File: src/hw/rtl/mlp341_pkg.sv
`default_nettype none

package mlp341_pkg;

    // Layer-1 weights and biases in tenths, row-major per hidden unit
    localparam int HID_W_TENTHS [12] = '{
         2, -1,  4,
        -5,  8,  1,
         9, -3, -2,
         1,  1,  6
    };
    localparam int HID_B_TENTHS [4] = '{1, -2, 5, 0};

    // Layer-2 integer weights and bias
    localparam int OUT_W [4] = '{1200, 800, -500, 2000};
    localparam int OUT_B = 5000;

    localparam int OUT_W_BITS = 13;

    localparam logic [15:0] OUT_MIN_RESET = 16'd1000;
    localparam logic [15:0] OUT_MAX_RESET = 16'd50000;

    typedef enum logic {
        CFG_OUT_MIN = 1'b0,
        CFG_OUT_MAX = 1'b1
    } t_cfg_idx;

    // t/10 rounded to nearest with wfb fractional bits
    function automatic longint quant_tenths(input int t, input int wfb);
        longint mag;
        longint q;
        mag = (t < 0) ? -longint'(t) : longint'(t);
        q   = ((mag <<< wfb) + 64'sd5) / 10;
        return (t < 0) ? -q : q;
    endfunction

endpackage

`default_nettype wire

File: src/hw/rtl/mlp_3_4_1_quantum_predictor_top.sv
`default_nettype none

// 3-4-1 feed-forward predictor with ReLU hidden layer and clamped output.
//
// Request channel: drive the three Q8.8 features and raise start; a request
// is taken at every rising edge with start high and busy low. busy is always
// low, so a new request may be issued in every cycle.
// Result channel: o_valid is high for exactly one cycle per request, with
// o_predicted_value alongside. The receiver cannot stall; results come out
// in request order.
// Throughput: one request per cycle. Six register stages: input capture,
// layer-1 products, hidden sums with ReLU, layer-2 products, output sum with
// floor, clamp. Each stage holds at most one multiply by a constant per lane
// (features in stage 2, hidden sums in stage 4) or a short adder tree.
// Configuration: i_cfg_we writes i_cfg_data[15:0] to out_min (index 0) or
// out_max (index 1). Write only while no request is in flight.
// Reset (synchronous, active low) empties the pipeline and restores the
// bounds to 1000 and 50000.
module mlp_3_4_1_quantum_predictor_top
    import mlp341_pkg::*;
#(
    parameter int FEATURE_FRAC_BITS = 8,
    parameter int WEIGHT_FRAC_BITS  = 12
) (
    input  wire logic               i_clk,
    input  wire logic               i_rst_n,
    input  wire logic               start,
    output logic                    busy,
    input  wire logic signed [15:0] i_feature_a,
    input  wire logic signed [15:0] i_feature_b,
    input  wire logic signed [15:0] i_feature_c,
    input  wire logic               i_cfg_we,
    input  wire logic               i_cfg_idx,
    input  wire logic        [15:0] i_cfg_data,
    output logic                    o_valid,
    output logic             [15:0] o_predicted_value
);

    localparam int SUM_FRAC = FEATURE_FRAC_BITS + WEIGHT_FRAC_BITS;
    localparam int WQ = WEIGHT_FRAC_BITS + 2;   // quantized layer-1 weight
    localparam int HW = WEIGHT_FRAC_BITS + 18;  // layer-1 product / hidden sum
    localparam int AW = WEIGHT_FRAC_BITS + 33;  // output accumulator

    // configuration
    logic [15:0] r_out_min;
    logic [15:0] r_out_max;

    always_ff @(posedge i_clk) begin
        if (!i_rst_n) begin
            r_out_min <= OUT_MIN_RESET;
            r_out_max <= OUT_MAX_RESET;
        end else if (i_cfg_we) begin
            case (t_cfg_idx'(i_cfg_idx))
                CFG_OUT_MIN: r_out_min <= i_cfg_data;
                CFG_OUT_MAX: r_out_max <= i_cfg_data;
                default:     r_out_min <= r_out_min;
            endcase
        end
    end

    assign busy = 1'b0;

    // valid chain, one bit per stage
    logic [5:0] r_vld;
    logic       n_acc;

    assign n_acc = start && !busy;

    always_ff @(posedge i_clk) begin
        if (!i_rst_n) begin
            r_vld <= '0;
        end else begin
            r_vld <= {r_vld[4:0], n_acc};
        end
    end

    // stage 1: capture features
    logic signed [15:0] r_x [3];

    always_ff @(posedge i_clk) begin
        if (n_acc) begin
            r_x[0] <= i_feature_a;
            r_x[1] <= i_feature_b;
            r_x[2] <= i_feature_c;
        end
    end

    // stage 2: layer-1 products
    logic signed [HW-1:0] n_p [12];
    logic signed [HW-1:0] r_p [12];

    always_comb begin
        for (int k = 0; k < 12; k++) begin
            n_p[k] = HW'(r_x[k % 3])
                   * HW'(WQ'(quant_tenths(HID_W_TENTHS[k], WEIGHT_FRAC_BITS)));
        end
    end

    always_ff @(posedge i_clk) begin
        r_p <= n_p;
    end

    // stage 3: hidden sums, bias aligned to the product scale, ReLU
    logic signed [HW-1:0] n_h [4];
    logic signed [HW-1:0] r_h [4];

    always_comb begin
        for (int i = 0; i < 4; i++) begin
            n_h[i] = r_p[3*i] + r_p[3*i+1] + r_p[3*i+2]
                   + (HW'(quant_tenths(HID_B_TENTHS[i], WEIGHT_FRAC_BITS))
                      <<< FEATURE_FRAC_BITS);
            if (n_h[i] < 0)
                n_h[i] = '0;
        end
    end

    always_ff @(posedge i_clk) begin
        r_h <= n_h;
    end

    // stage 4: layer-2 products
    logic signed [AW-1:0] n_q [4];
    logic signed [AW-1:0] r_q [4];

    always_comb begin
        for (int i = 0; i < 4; i++) begin
            n_q[i] = AW'(r_h[i]) * AW'(OUT_W_BITS'(OUT_W[i]));
        end
    end

    always_ff @(posedge i_clk) begin
        r_q <= n_q;
    end

    // stage 5: output sum; arithmetic shift is the floor
    logic signed [AW-1:0] n_acc_sum;
    logic signed [AW-1:0] r_fl;

    assign n_acc_sum = r_q[0] + r_q[1] + r_q[2] + r_q[3]
                     + (AW'(OUT_B) <<< SUM_FRAC);

    always_ff @(posedge i_clk) begin
        r_fl <= n_acc_sum >>> SUM_FRAC;
    end

    // stage 6: clamp, lower bound first, upper bound wins
    logic signed [AW-1:0] n_lo;
    logic signed [AW-1:0] n_hi;
    logic signed [AW-1:0] n_cl;
    logic        [15:0]   r_res;

    always_comb begin
        n_lo = AW'({1'b0, r_out_min});
        n_hi = AW'({1'b0, r_out_max});
        n_cl = (r_fl < n_lo) ? n_lo : r_fl;
        if (n_cl > n_hi)
            n_cl = n_hi;
    end

    always_ff @(posedge i_clk) begin
        r_res <= n_cl[15:0];
    end

    assign o_valid           = r_vld[5];
    assign o_predicted_value = r_res;

    // checks
    a_latency: assert property (@(posedge i_clk) disable iff (!i_rst_n)
        n_acc |-> ##6 o_valid)
        else $error("request did not produce a result after 6 cycles");

    a_no_spurious: assert property (@(posedge i_clk) disable iff (!i_rst_n)
        o_valid |-> $past(r_vld[4]))
        else $error("result without a request in flight");

    a_relu: assert property (@(posedge i_clk) disable iff (!i_rst_n)
        r_vld[2] |-> !(r_h[0][HW-1] || r_h[1][HW-1] || r_h[2][HW-1] || r_h[3][HW-1]))
        else $error("negative hidden activation");

    a_clamp: assert property (@(posedge i_clk) disable iff (!i_rst_n)
        o_valid |-> (o_predicted_value == $past(r_out_max))
                 || (o_predicted_value >= $past(r_out_min)
                     && o_predicted_value <= $past(r_out_max)))
        else $error("result outside clamp bounds");

endmodule

`default_nettype wire
File: config.mk
export PLATFORM = sky130hd
export DESIGN_NAME = mlp_3_4_1_quantum_predictor_top
export DESIGN_NICKNAME = d
export VERILOG_FILES = /design/src/hw/rtl/mlp341_pkg.sv /design/src/hw/rtl/mlp_3_4_1_quantum_predictor_top.sv
export SDC_FILE = /design/constraint.sdc
export NUM_CORES = 2
export LEC_CHECK = 0
export ABC_AREA = 1
export BUFFER_PORTS_ARGS = -buffer_cell sky130_fd_sc_hd__buf_2
export CAP_MARGIN = 5
export CELL_PAD_IN_SITES_DETAIL_PLACEMENT = 0
export CELL_PAD_IN_SITES_GLOBAL_PLACEMENT = 1
export CORE_MARGIN = 2
export CORE_UTILIZATION = 35
export DETAILED_ROUTE_END_ITERATION = 6
export PLACE_DENSITY_LB_ADDON = 0.05
export SLEW_MARGIN = 20
export SYNTH_ARGS = -nofsm -noshare
export SYNTH_HDL_FRONTEND = slang
export SYNTH_SLANG_ARGS = --single-unit
File: constraint.sdc
create_clock -name i_clk -period 9.5 [get_ports i_clk]
set_clock_uncertainty 0.1 [all_clocks]
set_input_delay 1.9 -clock i_clk [delete_from_list [all_inputs] [get_ports i_clk]]
set_output_delay 1.9 -clock i_clk [all_outputs]
set_load 0.05 [all_outputs]
# == Word level (Yosys, flattened, before mapping) ==
# Memory sizes are Yosys's and may differ from the RTL's.
# Index checks and enable logic that the tools add are counted.
# totals
ram_bits,48
reg_bits,697
out_inout_bits,18
n_memories,1
in_bits,69
word_cells,70
# mem_list
memory,depth,word_bits,read_ports,rd_ports_with_merged_regs,write_ports,line_no,source
r_x,3,16,3,0,3,mlp_3_4_1_quantum_predictor_top.sv:78,logic signed [15:0] r_x [3];
# classes
mul,15
add_sub_neg,16
n_bitwise,1
n_lt_le_gt_ge,6
n_mux,4
n_reduce_logical,2
# op_table
operator,n
$add 45x45->45,3
$add 30x30->30,4
$lt 30x1->1 const B,4
$mul 30x8->38 const B,3
$mul 16x9->25 const B,4
$mul 16x12->28 const B,3
$mul 16x11->27 const B,3
$add 45x34->45 const B,1
$gt 45x17->1,1
$mux 45,1
$mul 30x6->36 const B,1
$add 27x30->30,1
$add 30x18->30 const B,1
$add 30x19->30 const B,1
$add 30x21->30 const B,1
$add 30x27->30,1
$add 30x28->30,1
$add 30x29->30,1
$mul 16x13->29 const B,1
$lt 25x17->1,1
$neg 16->19,1
$mux 16,1
$reduce_and 2->1,2
$mux 1,2
$not 1->1,1

# == Logic depth before layout (Yosys ltp) ==
# depth
word_depth,4
ltp_mapped,25
depth_no_buf,23

# == Worst setup path after synthesis ==
# No wires, ideal clock.
# synth_timing
kind,reg2reg
startpoint,mem r_x[0][15]
endpoint,reg r_p[177] (netlist name)
t_arrival_ns,4.980
path_stages_with_launch,16
required_time_ns,9.287
n_path_buf,0
setup_time_ns,0.113
setup_slack_ns,4.307
period_less_slack_ns,5.193
path_cell_list,edfxtp_1 > clkinv_1 > ha_1 > ha_1 > fa_1 > fa_1 > inv_1 > fa_1 > inv_1 > ha_1 > a21oi_1 > o21ai_0 > a211oi_1 > nand3_1 > nand2_1 > nand2_1
# synth_lines
element,line_no,source
from (decl),mlp_3_4_1_quantum_predictor_top.sv:78,
to (signal assigned),mlp_3_4_1_quantum_predictor_top.sv:100,r_p <= n_p;
to (decl),mlp_3_4_1_quantum_predictor_top.sv:90,logic signed [HW-1:0] r_p [12];

==> results.json <==
{
  "cts.clk_slew.worst_paths_ns": 0.06,
  "cp_common_cell": "inv_1",
  "clk_latency_ns": 0.82,
  "vias_per_cell": 4.76,
  "finalHoldViolCount": 0,
  "io_pins": 87,
  "route.vias.total": 66900,
  "yosys_warnings": 0,
  "slowest_delay_ns": 0.81,
  "numCtsBuffers": 93,
  "worstPathRequired_ns": 10.01,
  "setup_viol": 0,
  "tightestPinTransition_ns": 1.09,
  "grt_pass1_wl_um": 461000,
  "routabilityCongestion": 0.962,
  "max_cap_violations": 0,
  "grt_max_degree": 40,
  "post_cts_buffers": 0,
  "synth_area_um2": 84200,
  "drt_iter0_markers": 3755,
  "crit_family": "adder cells",
  "grt_pass1_vias": 69200,
  "end_kind": "flip-flop",
  "track_usage_pct": 25.6,
  "crit_path_max_fanout": 10,
  "drtPass1Iterations": 5,
  "htreeDepth": 3,
  "overflow": 0,
  "drtAntennaViolNets": 0,
  "initial_utilization_pct": 35.1,
  "postLayoutCellArea_um2": 91900,
  "wirelength_um": 312000,
  "r2r_start": "r_x[0][40]$_DFFE_PP_",
  "cp_slowest_cell": "o21ai_0",
  "core_area_um2": 240000,
  "reg2reg_depth": 15,
  "grt_antenna_before_repair": 12,
  "yosys_most_used_dff": "dfxtp_1",
  "route.detailed.drc": 0,
  "fmax_mhz": 173,
  "min_from": "r_vld[1]$_SDFF_PN0_",
  "hold_path.class": "reg -> reg",
  "clk_root_buffer_cell": "clkbuf_16",
  "yosys_register_bits": 679,
  "cts_tree": "built",
  "critPathArrivalTime_ns": 6.27,
  "slew_headroom_pct": 27.3,
  "dieHeight_um": 494,
  "ys_seq_area_share_pct": 16.7,
  "cts_buffer_depth": 3,
  "cts_resized": 0,
  "crit_type": "reg -> reg",
  "cp_cell_sequence": "ha_1, inv_1, fa_1, inv_1, fa_1, inv_1, fa_1, inv_1, ha_1, nand2_1, o21ai_0, nand2_1, nand2_1, a31oi_1, xnor2_1",
  "fin_crit_ns": 5.77,
  "reg2reg_slack_ns": 3.73,
  "syn_area_per_cell_um2": 7.95,
  "final_common_cell": "inv_1",
  "fillers": 25400,
  "cp_num_buf_inv": 4,
  "clkSinkCount": 679,
  "status": "completed",
  "fin_crit_sh_pct": 60.7,
  "area_growth_pct": 9.17,
  "synthCells": 10600,
  "synth-async-reset-ratio_pct": 0,
  "final_cell_mix": "inv_1 (2443), nand2_1 (2122), ha_1 (1396)",
  "nets": 13200,
  "synth_cell_type_count": 58,
  "r2r_end": "r_p[16]$_DFF_P_",
  "rsz0062_at_grt": "false",
  "holdBufCountCts": 0,
  "drive_gt1_share_pct": 3.33,
  "hold_path_depth": 2,
  "slew_violations": 0,
  "critPathLaunchType": "flip-flop",
  "placed_area_um2": 88500,
  "synth_edf_count": 48,
  "wl_per_cell_um": 22.2,
  "num_rows": 180,
  "die-width_um": 494,
  "port_buffers": 85,
  "die-area_um2": 245000,
  "min_to": "r_vld[2]$_SDFF_PN0_",
  "fin_tns_setup_ns": 0,
  "dpl.hpwl_um": 280000
}
[worst max-delay path by stage]
stage,cells past startpoint,startpoint,endpoint
global route,17,r_x[0][30]$_DFFE_PP_,r_p[146]$_DFF_P_
CTS,15,r_x[0][40]$_DFFE_PP_,r_p[16]$_DFF_P_
global placement,15,r_x[0][40]$_DFFE_PP_,r_p[16]$_DFF_P_
detailed placement,15,r_x[0][40]$_DFFE_PP_,r_p[16]$_DFF_P_
finish,15,r_x[0][40]$_DFFE_PP_,r_p[16]$_DFF_P_
floorplan,15,r_x[0][15]$_DFFE_PP_,r_p[177]$_DFF_P_
[final cells by class]
type / instances / area [um2] / share of cell area, %
Antenna cell: 15 / 37.5 / 0.0408
Tap cell: 3185 / 3990 / 4.33
Timing Repair Buffer: 100 / 541 / 0.588
Multi-Input combinational cell: 7429 / 60700 / 66.0
Clock buffer: 118 / 2580 / 2.81
Inverter: 2453 / 9210 / 10.0
Clock inverter: 57 / 798 / 0.868
Sequential cell: 679 / 14100 / 15.3
[routing by layer]
layer | GRT usage (%) | wire (um) | up-vias
li1 | - | - | 33300
met2 | 41.8 | 142000 | 1138
met1 | 35.1 | 147000 | 32200
met4 | 8.49 | 11700 | 2
met5 | 0 | 13 | -
met3 | 2.72 | 10900 | 271
[flip-flops by register name, indices dropped and copies added (netlist names)]
name and flops:
r_out_max 16, r_p 286, r_h 119, r_x 48, r_vld 6, r_fl 25, r_out_min 16, r_q 147
o_predicted_value 16
[metrics by stage]
stage | utilization (%) | cells | hold slack, ns | setup WS [ns]
6_report | 38.3 | 14000 | 0.308 | 3.73
5_1_grt | 38.3 | 14000 | 0.326 | 3.57
4_1_cts | 38.3 | 14000 | 0.310 | 3.91
3_5_place_dp | 36.9 | 13800 | 0.297 | 3.93
3_3_place_gp | 36.9 | 13800 | 0.294 | 3.88
2_1_floorplan | - | 10600 | 0.258 | 4.31
[worst register-to-register path: cells and delay by family (launching register included)]
kind            cells  cell delay, ns
fa+ha+maj           5            2.46
flops               1            0.67
simple gates        3            0.49
compound gates      2            0.88
xor+xnor            1            0.74
buf+inv             4            0.26
[synth_stat cells (4+ instances only)]
cell | n | area [um2]
inv_1 | 2443 | 9170
nand2_1 | 2122 | 7970
ha_1 | 1396 | 17500
fa_1 | 937 | 18800
nor2_1 | 704 | 2640
dfxtp_1 | 631 | 12600
a21oi_1 | 549 | 2750
nand3_1 | 450 | 2250
o21ai_0 | 308 | 1540
xor2_1 | 301 | 2640
nand4_1 | 138 | 863
xnor2_1 | 111 | 972
nor3_1 | 91 | 455
edfxtp_1 | 48 | 1440
a21o_1 | 43 | 323
o21bai_1 | 41 | 308
nor2_2 | 27 | 169
o21a_1 | 25 | 188
nor2_4 | 23 | 259
a31oi_1 | 22 | 138
nand3b_1 | 19 | 143
and2_1 | 16 | 100
clkbuf_1 | 15 | 56.3
o211ai_1 | 15 | 113
nand2_2 | 11 | 68.8
nor4_1 | 11 | 68.8
a21boi_0 | 10 | 75.1
buf_2 | 9 | 45.0
inv_2 | 8 | 30.0
or2_2 | 7 | 43.8
nand2b_1 | 6 | 37.5
o21ai_1 | 6 | 30.0
nand3_2 | 5 | 50.1
nand2_4 | 4 | 45.0
[kinds of logic after synthesis]
family / count (synthesis) / synth area share, %
and+or+nand+nor: 3644 / 18.1
xor gates and xnor gates: 412 / 4.29
buffers and inverters: 2489 / 11.2
other: 1 / 0.00445
muxes: 1 / 0.0134
adders and majority gates: 2334 / 43.0
DFF: 679 / 16.7
AOI/OAI and AO/OA: 1033 / 6.62
Power is left out: the tool's default activity adds up to more than one toggle a clock period on the data nets, which glitch-free logic cannot reach.
